<file path="src/design/wls_pkg.sv">
`default_nettype none

package wls_pkg;

    // Stream framing
    localparam int HEADER_BYTES    = 60;
    localparam int LEN_FIELD_BYTES = 32;
    localparam int POS_W           = 21;
    localparam logic [POS_W-1:0] POS_MAX = {POS_W{1'b1}};

    // Password
    localparam int KEY_BYTES = 10;
    localparam int KEY_IDX_W = 4;
    localparam int KEY_SLOTS = 2 ** KEY_IDX_W;

    // Length field split: value / 255 by reciprocal multiply
    localparam logic [15:0] DIV255_RECIP = 16'h8081;
    localparam int          DIV255_SHIFT = 23;

    // Configuration port
    localparam int APB_DATA_W = 64;
    localparam int APB_ADDR_W = 5;

    // Queue between front and back
    localparam int QUEUE_DEPTH = 2;
    localparam int QPTR_W      = $clog2(QUEUE_DEPTH);

    typedef enum logic [1:0] {
        REG_MSG_LEN  = 2'd0,
        REG_KEY_LOW  = 2'd1,
        REG_KEY_HIGH = 2'd2,
        REG_KEY_LEN  = 2'd3
    } t_reg_idx;

    typedef enum logic {
        KIND_LOAD  = 1'b0,
        KIND_COVER = 1'b1
    } t_kind;

    typedef enum logic [1:0] {
        PH_HEADER  = 2'd0,
        PH_LENGTH  = 2'd1,
        PH_PAYLOAD = 2'd2,
        PH_TAIL    = 2'd3
    } t_phase;

    typedef logic [KEY_SLOTS-1:0][7:0] t_key;

    typedef struct packed {
        t_kind      kind;
        logic [7:0] data;
    } t_item;

    typedef struct packed {
        logic [15:0]          len_field;
        logic [POS_W-1:0]     pay_end;
        t_key                 key;
        logic [KEY_IDX_W-1:0] key_len;
    } t_cfg;

    typedef struct packed {
        t_phase phase;
        logic   underrun;
        logic   bit_embedded;
    } t_result_user;

endpackage

`default_nettype wire

</file>
<file path="src/design/wls_cfg.sv">
`default_nettype none

module wls_cfg (
    input  wire logic                           i_clk,
    input  wire logic                           i_rst_n,
    input  wire logic                           psel,
    input  wire logic                           penable,
    input  wire logic                           pwrite,
    input  wire logic [wls_pkg::APB_ADDR_W-1:0] paddr,
    input  wire logic [wls_pkg::APB_DATA_W-1:0] pwdata,
    output logic      [wls_pkg::APB_DATA_W-1:0] prdata,
    output logic                                pready,
    output wls_pkg::t_cfg                       o_cfg
);
    import wls_pkg::*;

    logic [15:0]          r_msg_len;
    logic [63:0]          r_key_low;
    logic [15:0]          r_key_high;
    logic [KEY_IDX_W-1:0] r_key_len_raw;
    logic [KEY_IDX_W-1:0] r_key_len_eff;
    logic [15:0]          r_len_field;
    logic [POS_W-1:0]     r_pay_end;

    t_reg_idx             w_idx;
    logic                 w_wr;
    logic [15:0]          w_len;
    logic [31:0]          w_prod;
    logic [8:0]           w_quot;
    logic [16:0]          w_rem;
    logic [KEY_IDX_W-1:0] w_klen;

    assign w_idx = t_reg_idx'(paddr[APB_ADDR_W-1:APB_ADDR_W-2]);
    assign w_wr  = psel && penable && pwrite && pready;
    assign pready = 1'b1;

    // Split the new length into quotient and remainder by 255
    assign w_len  = pwdata[15:0];
    assign w_prod = w_len * DIV255_RECIP;
    assign w_quot = w_prod[31:DIV255_SHIFT];
    assign w_rem  = 17'(w_len) + 17'(w_quot) - {w_quot, 8'h00};

    // Clamp the password length to 1..KEY_BYTES
    always_comb begin
        w_klen = pwdata[KEY_IDX_W-1:0];
        if (w_klen == '0) begin
            w_klen = KEY_IDX_W'(1);
        end else if (w_klen > KEY_IDX_W'(KEY_BYTES)) begin
            w_klen = KEY_IDX_W'(KEY_BYTES);
        end
    end

    always_ff @(posedge i_clk) begin
        if (!i_rst_n) begin
            r_msg_len     <= '0;
            r_key_low     <= '0;
            r_key_high    <= '0;
            r_key_len_raw <= KEY_IDX_W'(1);
            r_key_len_eff <= KEY_IDX_W'(1);
            r_len_field   <= '0;
            r_pay_end     <= POS_W'(LEN_FIELD_BYTES);
        end else if (w_wr) begin
            case (w_idx)
                REG_MSG_LEN: begin
                    r_msg_len   <= w_len;
                    r_len_field <= {w_quot[7:0], w_rem[7:0]};
                    r_pay_end   <= POS_W'(LEN_FIELD_BYTES) + POS_W'({w_len, 4'h0});
                end
                REG_KEY_LOW:  r_key_low  <= pwdata;
                REG_KEY_HIGH: r_key_high <= pwdata[15:0];
                REG_KEY_LEN: begin
                    r_key_len_raw <= pwdata[KEY_IDX_W-1:0];
                    r_key_len_eff <= w_klen;
                end
                default: ;
            endcase
        end
    end

    always_comb begin
        case (w_idx)
            REG_MSG_LEN:  prdata = APB_DATA_W'(r_msg_len);
            REG_KEY_LOW:  prdata = r_key_low;
            REG_KEY_HIGH: prdata = APB_DATA_W'(r_key_high);
            REG_KEY_LEN:  prdata = APB_DATA_W'(r_key_len_raw);
            default:      prdata = '0;
        endcase
    end

    always_comb begin
        o_cfg.len_field = r_len_field;
        o_cfg.pay_end   = r_pay_end;
        o_cfg.key_len   = r_key_len_eff;
        o_cfg.key       = '0;
        for (int b = 0; b < 8; b++) begin
            o_cfg.key[b] = r_key_low[8*b +: 8];
        end
        o_cfg.key[8] = r_key_high[7:0];
        o_cfg.key[9] = r_key_high[15:8];
    end

endmodule

`default_nettype wire

</file>
<file path="src/design/wls_front.sv">
`default_nettype none

module wls_front (
    input  wire logic       i_clk,
    input  wire logic       i_rst_n,
    input  wire logic       i_valid,
    output logic            o_ready,
    input  wire logic       i_opcode,
    input  wire logic [7:0] i_data,
    output logic            o_valid,
    input  wire logic       i_ready,
    output wls_pkg::t_item  o_item
);
    import wls_pkg::*;

    logic  r_valid;
    t_item r_item;

    // Hold one item; take the next when the queue drains this one
    assign o_ready = !r_valid || i_ready;
    assign o_valid = r_valid;
    assign o_item  = r_item;

    always_ff @(posedge i_clk) begin
        if (!i_rst_n) begin
            r_valid <= 1'b0;
        end else if (o_ready) begin
            r_valid <= i_valid;
        end
    end

    always_ff @(posedge i_clk) begin
        if (i_valid && o_ready) begin
            r_item.kind <= i_opcode ? KIND_COVER : KIND_LOAD;
            r_item.data <= i_data;
        end
    end

endmodule

`default_nettype wire

</file>
<file path="src/design/wls_queue.sv">
`default_nettype none

module wls_queue (
    input  wire logic           i_clk,
    input  wire logic           i_rst_n,
    input  wire logic           i_wr_valid,
    output logic                o_wr_ready,
    input  wire wls_pkg::t_item i_wr_item,
    output logic                o_rd_valid,
    input  wire logic           i_rd_pop,
    output wls_pkg::t_item      o_rd_item
);
    import wls_pkg::*;

    t_item             r_mem [QUEUE_DEPTH];
    logic [QPTR_W-1:0] r_wr_ptr;
    logic [QPTR_W-1:0] r_rd_ptr;
    logic [QPTR_W:0]   r_count;
    logic              w_push;
    logic              w_pop;

    assign o_wr_ready = r_count != (QPTR_W+1)'(QUEUE_DEPTH);
    assign o_rd_valid = r_count != '0;
    assign w_push     = i_wr_valid && o_wr_ready;
    assign w_pop      = i_rd_pop && o_rd_valid;
    assign o_rd_item  = r_mem[r_rd_ptr];

    always_ff @(posedge i_clk) begin
        if (w_push) begin
            r_mem[r_wr_ptr] <= i_wr_item;
        end
    end

    always_ff @(posedge i_clk) begin
        if (!i_rst_n) begin
            r_wr_ptr <= '0;
            r_rd_ptr <= '0;
            r_count  <= '0;
        end else begin
            if (w_push) begin
                r_wr_ptr <= (r_wr_ptr == QPTR_W'(QUEUE_DEPTH-1)) ? '0 : r_wr_ptr + 1'b1;
            end
            if (w_pop) begin
                r_rd_ptr <= (r_rd_ptr == QPTR_W'(QUEUE_DEPTH-1)) ? '0 : r_rd_ptr + 1'b1;
            end
            if (w_push && !w_pop) begin
                r_count <= r_count + 1'b1;
            end else if (w_pop && !w_push) begin
                r_count <= r_count - 1'b1;
            end
        end
    end

endmodule

`default_nettype wire

</file>
<file path="src/design/wls_back.sv">
`default_nettype none

module wls_back (
    input  wire logic              i_clk,
    input  wire logic              i_rst_n,
    input  wire wls_pkg::t_cfg     i_cfg,
    input  wire logic              i_head_valid,
    input  wire wls_pkg::t_item    i_head,
    output logic                   o_pop,
    output logic                   o_valid,
    input  wire logic              i_ready,
    output logic [7:0]             o_stego,
    output wls_pkg::t_result_user  o_user
);
    import wls_pkg::*;

    logic [POS_W-1:0]     r_pos, n_pos;
    logic [7:0]           r_shift, n_shift;
    logic [7:0]           r_held, n_held;
    logic                 r_held_valid, n_held_valid;
    logic [KEY_IDX_W-1:0] r_key_idx, n_key_idx;
    logic                 r_out_valid, n_out_valid;
    logic [7:0]           r_out_stego, n_out_stego;
    t_result_user         r_out_user, n_out_user;

    logic                 w_is_cover;
    logic                 w_out_free;
    logic [POS_W-1:0]     w_off;
    logic [KEY_IDX_W-1:0] w_idx;
    logic [7:0]           w_sh;

    assign w_is_cover = i_head.kind == KIND_COVER;
    assign w_out_free = !r_out_valid || i_ready;
    assign o_pop      = i_head_valid && (!w_is_cover || w_out_free);
    assign w_off      = r_pos - POS_W'(HEADER_BYTES);

    assign o_valid = r_out_valid;
    assign o_stego = r_out_stego;
    assign o_user  = r_out_user;

    always_comb begin
        n_pos        = r_pos;
        n_shift      = r_shift;
        n_held       = r_held;
        n_held_valid = r_held_valid;
        n_key_idx    = r_key_idx;
        n_out_valid  = r_out_valid && !i_ready;
        n_out_stego  = r_out_stego;
        n_out_user   = r_out_user;
        w_idx        = (r_key_idx < i_cfg.key_len) ? r_key_idx : '0;
        w_sh         = r_shift;

        if (o_pop && !w_is_cover) begin
            // Message load: overwrite whatever is held
            n_held       = i_head.data;
            n_held_valid = 1'b1;
        end else if (o_pop) begin
            n_out_valid             = 1'b1;
            n_out_stego             = i_head.data;
            n_out_user.bit_embedded = 1'b0;
            n_out_user.underrun     = 1'b0;
            if (r_pos < POS_W'(HEADER_BYTES)) begin
                n_out_user.phase = PH_HEADER;
            end else if (w_off < POS_W'(LEN_FIELD_BYTES)) begin
                n_out_user.phase = PH_LENGTH;
                if (!w_off[0]) begin
                    n_out_stego[0]          = i_cfg.len_field[~w_off[4:1]];
                    n_out_user.bit_embedded = 1'b1;
                end
            end else if (w_off < i_cfg.pay_end) begin
                n_out_user.phase = PH_PAYLOAD;
                if (w_off[3:0] == 4'h0) begin
                    // Start of a payload byte: load the shifter, advance the key
                    if (r_held_valid) begin
                        w_sh         = r_held + i_cfg.key[w_idx];
                        n_held_valid = 1'b0;
                    end else begin
                        w_sh                = '0;
                        n_out_user.underrun = 1'b1;
                    end
                    n_key_idx = (w_idx + 1'b1 >= i_cfg.key_len) ? '0 : w_idx + 1'b1;
                end
                if (!w_off[0]) begin
                    n_out_stego[0]          = w_sh[7];
                    n_out_user.bit_embedded = 1'b1;
                    w_sh                    = {w_sh[6:0], 1'b0};
                end
                n_shift = w_sh;
            end else begin
                n_out_user.phase = PH_TAIL;
            end
            if (r_pos != POS_MAX) begin
                n_pos = r_pos + 1'b1;
            end
        end
    end

    always_ff @(posedge i_clk) begin
        if (!i_rst_n) begin
            r_pos        <= '0;
            r_shift      <= '0;
            r_held       <= '0;
            r_held_valid <= 1'b0;
            r_key_idx    <= '0;
            r_out_valid  <= 1'b0;
        end else begin
            r_pos        <= n_pos;
            r_shift      <= n_shift;
            r_held       <= n_held;
            r_held_valid <= n_held_valid;
            r_key_idx    <= n_key_idx;
            r_out_valid  <= n_out_valid;
        end
    end

    always_ff @(posedge i_clk) begin
        r_out_stego <= n_out_stego;
        r_out_user  <= n_out_user;
    end

`ifndef NO_ASSERTIONS
    a_underrun_in_payload: assert property (@(posedge i_clk) disable iff (!i_rst_n)
        r_out_valid && r_out_user.underrun |->
            r_out_user.bit_embedded && r_out_user.phase == PH_PAYLOAD)
        else $error("underrun flagged outside an embedded payload bit");

    a_embed_phase: assert property (@(posedge i_clk) disable iff (!i_rst_n)
        r_out_valid && r_out_user.bit_embedded |->
            r_out_user.phase == PH_LENGTH || r_out_user.phase == PH_PAYLOAD)
        else $error("bit embedded in header or tail");

    a_pos_advance: assert property (@(posedge i_clk) disable iff (!i_rst_n)
        o_pop && w_is_cover |=>
            r_pos == $past(r_pos) + 1'b1 || $past(r_pos) == POS_MAX)
        else $error("cover position did not advance");

    a_key_idx_range: assert property (@(posedge i_clk) disable iff (!i_rst_n)
        o_pop && w_is_cover |=> r_key_idx < KEY_IDX_W'(KEY_BYTES))
        else $error("password index out of range");
`endif

endmodule

`default_nettype wire

</file>
<file path="src/design/wav_lsb_stego_embedder.sv">
`default_nettype none

// Channel      Dir   Handshake                tdata / tuser
// s_axis       in    tvalid/tready            tdata: data_byte; tuser: opcode
// m_axis       out   tvalid/tready            tdata: stego_byte; tuser: embedded,
//                                             underrun, phase
// apb          in    psel/penable/pwrite      4 regs at 8*i, 64-bit data
//
// One item per cycle in steady state while the output is not stalled, loads
// and cover bytes alike; a cover byte's result passes the input register,
// the two-entry queue and the output register before it can transfer.
// Reset is synchronous and active low; it clears all control state and sets
// the configuration registers to their defaults.
// Input and output stall independently: the queue absorbs output stalls
// until it fills, then tready on the input side drops.

module wav_lsb_stego_embedder (
    input  wire logic                           i_clk,
    input  wire logic                           i_rst_n,
    // input stream
    input  wire logic                           i_s_axis_tvalid,
    output logic                                o_s_axis_tready,
    input  wire logic [7:0]                     i_s_axis_tdata,  // [7:0] data_byte
    input  wire logic                           i_s_axis_tuser,  // [0] opcode
    // output stream
    output logic                                o_m_axis_tvalid,
    input  wire logic                           i_m_axis_tready,
    output logic [7:0]                          o_m_axis_tdata,  // [7:0] stego_byte
    output logic [3:0]                          o_m_axis_tuser,  // [0] bit_embedded,
                                                                 // [1] underrun,
                                                                 // [3:2] phase
    // configuration
    input  wire logic                           psel,
    input  wire logic                           penable,
    input  wire logic                           pwrite,
    input  wire logic [wls_pkg::APB_ADDR_W-1:0] paddr,
    input  wire logic [wls_pkg::APB_DATA_W-1:0] pwdata,
    output logic      [wls_pkg::APB_DATA_W-1:0] prdata,
    output logic                                pready
);
    import wls_pkg::*;

    t_cfg         w_cfg;
    logic         w_front_valid;
    logic         w_queue_ready;
    t_item        w_front_item;
    logic         w_head_valid;
    t_item        w_head;
    logic         w_pop;
    t_result_user w_user;

    // Register file; length split and payload end are precomputed on write
    wls_cfg u_cfg (
        .i_clk   (i_clk),
        .i_rst_n (i_rst_n),
        .psel    (psel),
        .penable (penable),
        .pwrite  (pwrite),
        .paddr   (paddr),
        .pwdata  (pwdata),
        .prdata  (prdata),
        .pready  (pready),
        .o_cfg   (w_cfg)
    );

    // Front: take each transfer and tag it as a message load or a cover byte
    wls_front u_front (
        .i_clk    (i_clk),
        .i_rst_n  (i_rst_n),
        .i_valid  (i_s_axis_tvalid),
        .o_ready  (o_s_axis_tready),
        .i_opcode (i_s_axis_tuser),
        .i_data   (i_s_axis_tdata),
        .o_valid  (w_front_valid),
        .i_ready  (w_queue_ready),
        .o_item   (w_front_item)
    );

    // Keep loads and cover bytes in order between front and back
    wls_queue u_queue (
        .i_clk      (i_clk),
        .i_rst_n    (i_rst_n),
        .i_wr_valid (w_front_valid),
        .o_wr_ready (w_queue_ready),
        .i_wr_item  (w_front_item),
        .o_rd_valid (w_head_valid),
        .i_rd_pop   (w_pop),
        .o_rd_item  (w_head)
    );

    // Back: track position, hold the message byte, embed bits, drive results
    wls_back u_back (
        .i_clk        (i_clk),
        .i_rst_n      (i_rst_n),
        .i_cfg        (w_cfg),
        .i_head_valid (w_head_valid),
        .i_head       (w_head),
        .o_pop        (w_pop),
        .o_valid      (o_m_axis_tvalid),
        .i_ready      (i_m_axis_tready),
        .o_stego      (o_m_axis_tdata),
        .o_user       (w_user)
    );

    assign o_m_axis_tuser = w_user;

endmodule

`default_nettype wire
</file>
<file path="config.mk">
export PLATFORM = sky130hd
export DESIGN_NAME = wav_lsb_stego_embedder
export DESIGN_NICKNAME = d
export VERILOG_FILES = /design/src/design/wls_pkg.sv /design/src/design/wls_cfg.sv /design/src/design/wls_front.sv /design/src/design/wls_queue.sv /design/src/design/wls_back.sv /design/src/design/wav_lsb_stego_embedder.sv
export SDC_FILE = /design/constraint.sdc
export NUM_CORES = 1
export LEC_CHECK = 0
export BUFFER_PORTS_ARGS = -buffer_cell sky130_fd_sc_hd__buf_2
export CAP_MARGIN = 15
export CORE_ASPECT_RATIO = 0.6
export CORE_UTILIZATION = 52
export DETAILED_ROUTE_END_ITERATION = 7
export PLACE_DENSITY_LB_ADDON = 0.2
export SETUP_SLACK_MARGIN = 0.2
export SYNTH_ARGS = -nofsm -noshare
export SYNTH_HDL_FRONTEND = slang
export SYNTH_SLANG_ARGS = --single-unit
</file>
<file path="constraint.sdc">
create_clock -name i_clk -period 6.1 [get_ports i_clk]
set_input_delay 0.61 -clock i_clk [delete_from_list [all_inputs] [get_ports i_clk]]
set_output_delay 0.61 -clock i_clk [all_outputs]
set_load 0.05 [all_outputs]
</file>
* Yosys cells after proc, flatten, opt, wreduce, memory -nomap -nowiden
Memories as Yosys holds them, arrays and structs flattened. A register that Yosys moved wholly into a read port is not among the register bits. Index checks and enable logic that the tools add are counted.
Word-level totals: flip-flop bits (word level) 210, memory bits (writable) 18, input port bits 85, logic and storage cells 136, memories kept 1
Memories:
- u_queue.r_mem | depth 2, bits a word 9, read ports 1, clocked after Yosys merged registers in 1, write ports 1, RTL line wls_queue.sv:15 | t_item r_mem [QUEUE_DEPTH];
Operators by class: add/subtract/negate cells 11, multiply operators 1, $lt $le $gt $ge 8, equality and inequality tests 7, multiplexer cells 40, bitwise operators 6, reductions and logical operators 38
Operators by type and width (count):
- $pmux W64 S4 | 1
- $lt A21 B6 Y1 const B | 2
- $bmux W8 S4 | 1
- $mux W8 | 4
- $mul A16 B16 Y31 const B | 1
- $mux W1 | 27
- $add A21 B1 Y21 const B | 1
- $add A6 B20 Y21 const A | 1
- $lt A21 B21 Y1 | 1
- $ne A21 B21 Y1 const B | 1
- $sub A21 B6 Y21 const B | 1
- $add A8 B8 Y8 | 2
- $mux W4 | 4
- $logic_and A1 B1 Y1 | 10
- $lt A4 B5 Y1 const B | 2
- $reduce_and A2 Y1 | 5
- $reduce_and A5 Y1 | 2
- $reduce_bool A2 Y1 | 5
- $logic_not A4 Y1 | 2
- $sub A8 B1 Y8 const B | 1
- $logic_not A1 Y1 | 6
- $reduce_and A6 Y1 | 1
- $not A1 Y1 | 5
- $add A4 B1 Y4 const B | 1
- other kinds (18) | 24

* Depth between registers and ports, before layout
word-level depth 11, depth in mapped cells 22

* Modules after synthesis
From an unflattened synthesis, not the netlist that was laid out.
Unflattened totals: cell total of the unflattened synthesis 1704, area total of the unflattened synthesis 14092.3 µm²
Modules (own cells, without submodules):
- wls_cfg | times used 1, cells each 963, area each 7664.9 µm², sequential area each 2722.6 µm²
- wls_back | times used 1, cells each 675, area each 5210.0 µm², sequential area each 1221.2 µm²
- wls_queue | times used 1, cells each 52, area each 889.6 µm², sequential area each 640.6 µm²
- wls_front | times used 1, cells each 14, area each 327.8 µm², sequential area each 290.3 µm²

* Worst setup path before layout
Ideal clock, no wire load.
path kind input to register, start in pwdata[6] (netlist name), end reg u_cfg.r_len_field[7], library setup time 70 ps, arrival 4542 ps, setup slack 1487 ps, cell stages on the path 20, buffers on the path 0, path through ha_1 ha_1 ha_1 ha_1 ha_1 a21oi_1 nand2_1 a21oi_1 nand3_1 a21oi_1 xnor2_1 ha_1 a21o_1 a21oi_1 o21ai_0 o41ai_1 xnor2_1 xnor2_1 nand2_1 a21oi_1
On the way: cells in the longest elaborated chain, start to end 3
Ends and longest elaborated chain:
- start, declared | RTL line wav_lsb_stego_embedder.sv:37 | input wire logic [wls_pkg::APB_DATA_W-1:0] pwdata,
- $mul A16 B16 Y31 | RTL line wls_cfg.sv:39 | assign w_prod = w_len * DIV255_RECIP;
- named net u_cfg.w_prod[24] | RTL line wls_cfg.sv:28 | logic [31:0] w_prod;
- $add A8 B8 Y8 | RTL line wls_cfg.sv:41 | assign w_rem = 17'(w_len) + 17'(w_quot) - {w_quot, 8'h00};
- $sub A8 B1 Y8 | RTL line wls_cfg.sv:41
- end signal, assigned | RTL line wls_cfg.sv:66 | r_len_field <= {w_quot[7:0], w_rem[7:0]};
- end, declared | RTL line wls_cfg.sv:22 | logic [15:0] r_len_field;
The timed path passes the listed nets, and every way through them passes these cells. A chain may end at the register's enable or synchronous reset.

* Worst setup path after layout
start reg u_back.r_key_idx[1], end reg u_back.r_out_stego[0], in the netlist u_back.o_stego[0], data pin
On the way: cells in the longest elaborated chain, start to end 11
Ends and longest elaborated chain:
- start, declared | RTL line wls_back.sv:21 | logic [KEY_IDX_W-1:0] r_key_idx, n_key_idx;
- start signal, assigned | RTL line wls_back.sv:111 | r_key_idx <= n_key_idx;
- $lt A4 B4 Y1 | RTL line wls_back.sv:50 | w_idx = (r_key_idx < i_cfg.key_len) ? r_key_idx : '0;
- $mux W4 (*) | RTL line wls_back.sv:50
- $bmux W8 S4 (*) | RTL line wls_back.sv:75 | w_sh = r_held + i_cfg.key[w_idx];
- $mux W8 (not written as such) (*) | RTL line wls_back.sv:75
- $add A8 B8 Y8 (*) | RTL line wls_back.sv:75
- $mux W8 (*) | RTL line wls_back.sv:74 | if (r_held_valid) begin
- $mux W8 (*) | RTL line wls_back.sv:72 | if (w_off[3:0] == 4'h0) begin
- $mux W1 (*) | RTL line wls_back.sv:83 | if (!w_off[0]) begin
- $mux W1 (*) | RTL line wls_back.sv:70 | end else if (w_off < i_cfg.pay_end) begin
- $mux W1 (*) | RTL line wls_back.sv:64 | end else if (w_off < POS_W'(LEN_FIELD_BYTES)) begin
- $mux W1 (*) | RTL line wls_back.sv:62 | if (r_pos < POS_W'(HEADER_BYTES)) begin
- end signal, assigned | RTL line wls_back.sv:117 | r_out_stego <= n_out_stego;
- end, declared | RTL line wls_back.sv:23 | logic [7:0] r_out_stego, n_out_stego;
Every way passes the cells marked *; elsewhere a longest branch is shown, timed or not. The select of a mux whose other input is x is not followed.

==> impl_metrics.json <==
{
  "power_frac_seq_pct": 46.6,
  "clockPowerShare_pct": 35.7,
  "final_common_cell": "nand2_1",
  "cts_hold_buf": 0,
  "cap_violations": 0,
  "core_area_um2": 23500,
  "cts_tree": "built",
  "slew_headroom_pct": 28.8,
  "fin_skew_ps": 12.2,
  "synth_ff_type": "dfxtp_1",
  "crit_slowest_cell": "a221oi_1",
  "slowest_delay_ps": 560,
  "post_cts_resized": 0,
  "synth_top_area_share_pct": 29.3,
  "clk_pin_slew_ps": 60,
  "num_antenna_cells": 0,
  "final_cell_mix": "nand2_1, dfxtp_1, buf_2",
  "dr.first_iter.drc_count": 981,
  "crit_path_start_kind": "flop",
  "swShare_pct": 28.6,
  "dp.cells": 1876,
  "arrival_ps": 5450,
  "synthCells": 1487,
  "cp.required_ps": 6420,
  "setup_slack_ps": 966,
  "final_core_util_pct": 60.5,
  "clkLatencyLatePin_ps": 500,
  "hp-class": "in -> reg",
  "powerDensity_nw_per_um2": 251,
  "whs_ps": 294,
  "stdcell_count": 1915,
  "worst_pin_slew_ps": 1070,
  "switchingPower_mw": 1.02,
  "gp_congestion": 0.891,
  "grt_setup_unrepaired": "no",
  "synthesis.nets": 1683,
  "grt_overflow": 0,
  "fmax_mhz": 195,
  "p_leak_nw": 5.75,
  "internal-power_mw": 2.54,
  "p_comb_share_pct": 17.7,
  "syn_avg_cell_area_um2": 8.51,
  "critical_path_class": "reg -> reg",
  "track_usage_pct": 27.3,
  "hpwl_um": 24600,
  "synth_edf_count": 39,
  "ys_seq_elements": 224,
  "drv_slew": 0,
  "synth_async_sr_flop_share_pct": 0,
  "cp_max_fo": 15,
  "synth_cell_types": 75,
  "layout.nets": 1781,
  "start_util_pct": 53.9,
  "path_cells": "ha_1 -> a2111oi_2 -> o21ai_1 -> a221oi_1 -> a31oi_1 -> o2111ai_1 -> o21ai_0 -> ha_1 -> a21oi_1 -> o21ai_0 -> a21o_1 -> a21oi_1 -> xor3_1 -> nand2b_1 -> a311oi_2",
  "root_buffer": "clkbuf_16",
  "setup_violations": 0,
  "io_pins": 164,
  "vdd_drop_max_v": 0.000146,
  "ys_seq_area_share_pct": 38.5,
  "die_x_um": 203,
  "drc": 0,
  "finalCritPeriodShare_pct": 84.2,
  "cts.path.max_buffers": 3,
  "cts_sinks": 224,
  "end_kind": "flop",
  "synth_area_leaders": "dfxtp_1, ha_1, nand2_1",
  "cts_inserted_buffers": 22,
  "grt_pass1_wl_um": 53700,
  "fillers": 2139,
  "antenna_found_initial": 0,
  "h-tree-depth": 1,
  "vias_per_cell": 5.71,
  "place_ws_ps": 754,
  "routedWlPerCell_um": 17.9,
  "syn_to_final_growth_pct": 12.3,
  "die_h_um": 123,
  "grt_pass1_vias": 9974,
  "io_buffers": 159,
  "grt_max_degree": 101,
  "ys.warnings.count": 0,
  "final_layout_size_suffix_gt1_share_pct": 15.3,
  "first_pass_iters": 6,
  "path_delay_family": "compound AO/OA/AOI/OAI gates",
  "rows": 43,
  "fin_crit_ps": 5130,
  "ant_nets": 0,
  "drt_wl_total_um": 34300,
  "setup_tns_ps": 0,
  "cts_setup_buffers": 0,
  "status": "finished, final reports clean",
  "dieArea_um2": 25000,
  "yosysTopAreaCell": "dfxtp_1",
  "synth_area_um2": 12700,
  "vias": 10900,
  "path_buf_inv": 0,
  "hold_violations": 0
}
power groups by stage:
stage / sequential (mW) / clock [mW] / combinational [mW]
floorplan: 1.74 / 0 / 0.398
global placement: 1.69 / 0 / 0.611
detailed placement: 1.69 / 0 / 0.624
CTS: 1.66 / 1.28 / 0.629
global route: 1.67 / 1.34 / 0.695
finish: 1.66 / 1.27 / 0.629
synthesized netlist by cell type (7+ instances only):
master / count
ha_1: 109
mux2i_1: 40
a211oi_1: 21
and2_1: 55
edfxtp_1: 39
a31oi_1: 7
mux4_2: 9
o2111ai_1: 8
a21o_1: 12
mux2_2: 14
nand3_1: 40
a221oi_1: 9
xor2_1: 24
dfxtp_1: 185
and3_1: 9
a21oi_1: 151
clkbuf_1: 75
o21ai_0: 50
nor2_1: 89
nand4_1: 11
nor2b_1: 7
buf_1: 11
nor3_1: 15
nand2_1: 320
inv_1: 31
xnor2_1: 40
or3_1: 16
worst reg2reg max path, stage by stage (launching register included):
cell	delay (ps)
dfxtp_1	540
ha_1	330
a2111oi_2	470
o21ai_1	470
a221oi_1	560
a31oi_1	120
o2111ai_1	250
o21ai_0	360
ha_1	440
a21oi_1	130
o21ai_0	150
a21o_1	210
a21oi_1	180
xor3_1	340
nand2b_1	190
a311oi_2	210
cell type report:
cell class	count	area [um2]	area share (%)
Clock buffer	37	639	4.50
Clock inverter	2	13.8	0.0969
Inverter	33	126	0.890
Multi-Input combinational cell	1133	7270	51.2
Sequential cell	224	4870	34.3
Tap cell	315	394	2.78
Timing Repair Buffer	171	886	6.24
sequential cells by signal, indices dropped and copies added (netlist names), 2 cells and up, named ones only:
name / flops
u_front.o_item: 9
u_cfg.r_key_high: 16
u_cfg.r_msg_len: 16
u_queue.r_count: 2
u_back.r_shift: 8
u_back.r_key_idx: 4
u_cfg.r_len_field: 16
u_back.o_stego: 8
u_cfg.r_pay_end: 16
u_queue.r_mem: 18
u_back.r_held: 8
u_cfg.r_key_len_eff: 4
u_back.r_pos: 21
u_cfg.r_key_low: 64
u_back.o_user: 4
u_cfg.r_key_len_raw: 4
per-stage QoR:
step	total power, mW	cell area, um2
floorplan	2.14	12700
global placement	2.30	13500
detailed placement	2.32	13500
CTS	3.57	14200
global route	3.71	14200
finish	3.56	14200
worst paths after layout:
| path | start | endpoint | slack (ps) | cells past startpoint |
|---|---|---|---|---|
| setup / recovery | u_back.r_key_idx[1]$_SDFFE_PN0P_ | u_back.o_stego[0]$_DFFE_PP_ | 970 | 15 |
| hold / removal | i_s_axis_tdata[4] | u_front.o_item[4]$_DFFE_PP_ | 290 | 1 |
| setup reg to reg | u_back.r_key_idx[1]$_SDFFE_PN0P_ | u_back.o_stego[0]$_DFFE_PP_ | 970 | 15 |
| hold reg to reg | u_front.o_item[3]$_DFFE_PP_ | u_queue.r_mem[1][3]$_DFFE_PP_ | 450 | 0 |
kinds of logic (layout without fill, tap and decap cells):
| kind of cell | after synthesis | after routing | share of synthesized area (%) |
|---|---|---|---|
| simple gates | 592 | 592 | 21.3 |
| buf+inv | 130 | 243 | 4.17 |
| xor+xnor | 65 | 65 | 4.62 |
| mux | 63 | 63 | 6.01 |
| flops | 224 | 224 | 38.5 |
| fa+ha+maj | 111 | 111 | 11.1 |
| compound gates | 301 | 301 | 14.3 |
| other cells | 1 | 1 | 0.0296 |
routing by layer:
layer	part of all wire [%]	GRT usage (%)
met1	50	43.2
met2	40	37.9
met3	8.1	5.26
met4	1.2	4.42
met5	0	0
(Power assumes the default switching activity.)
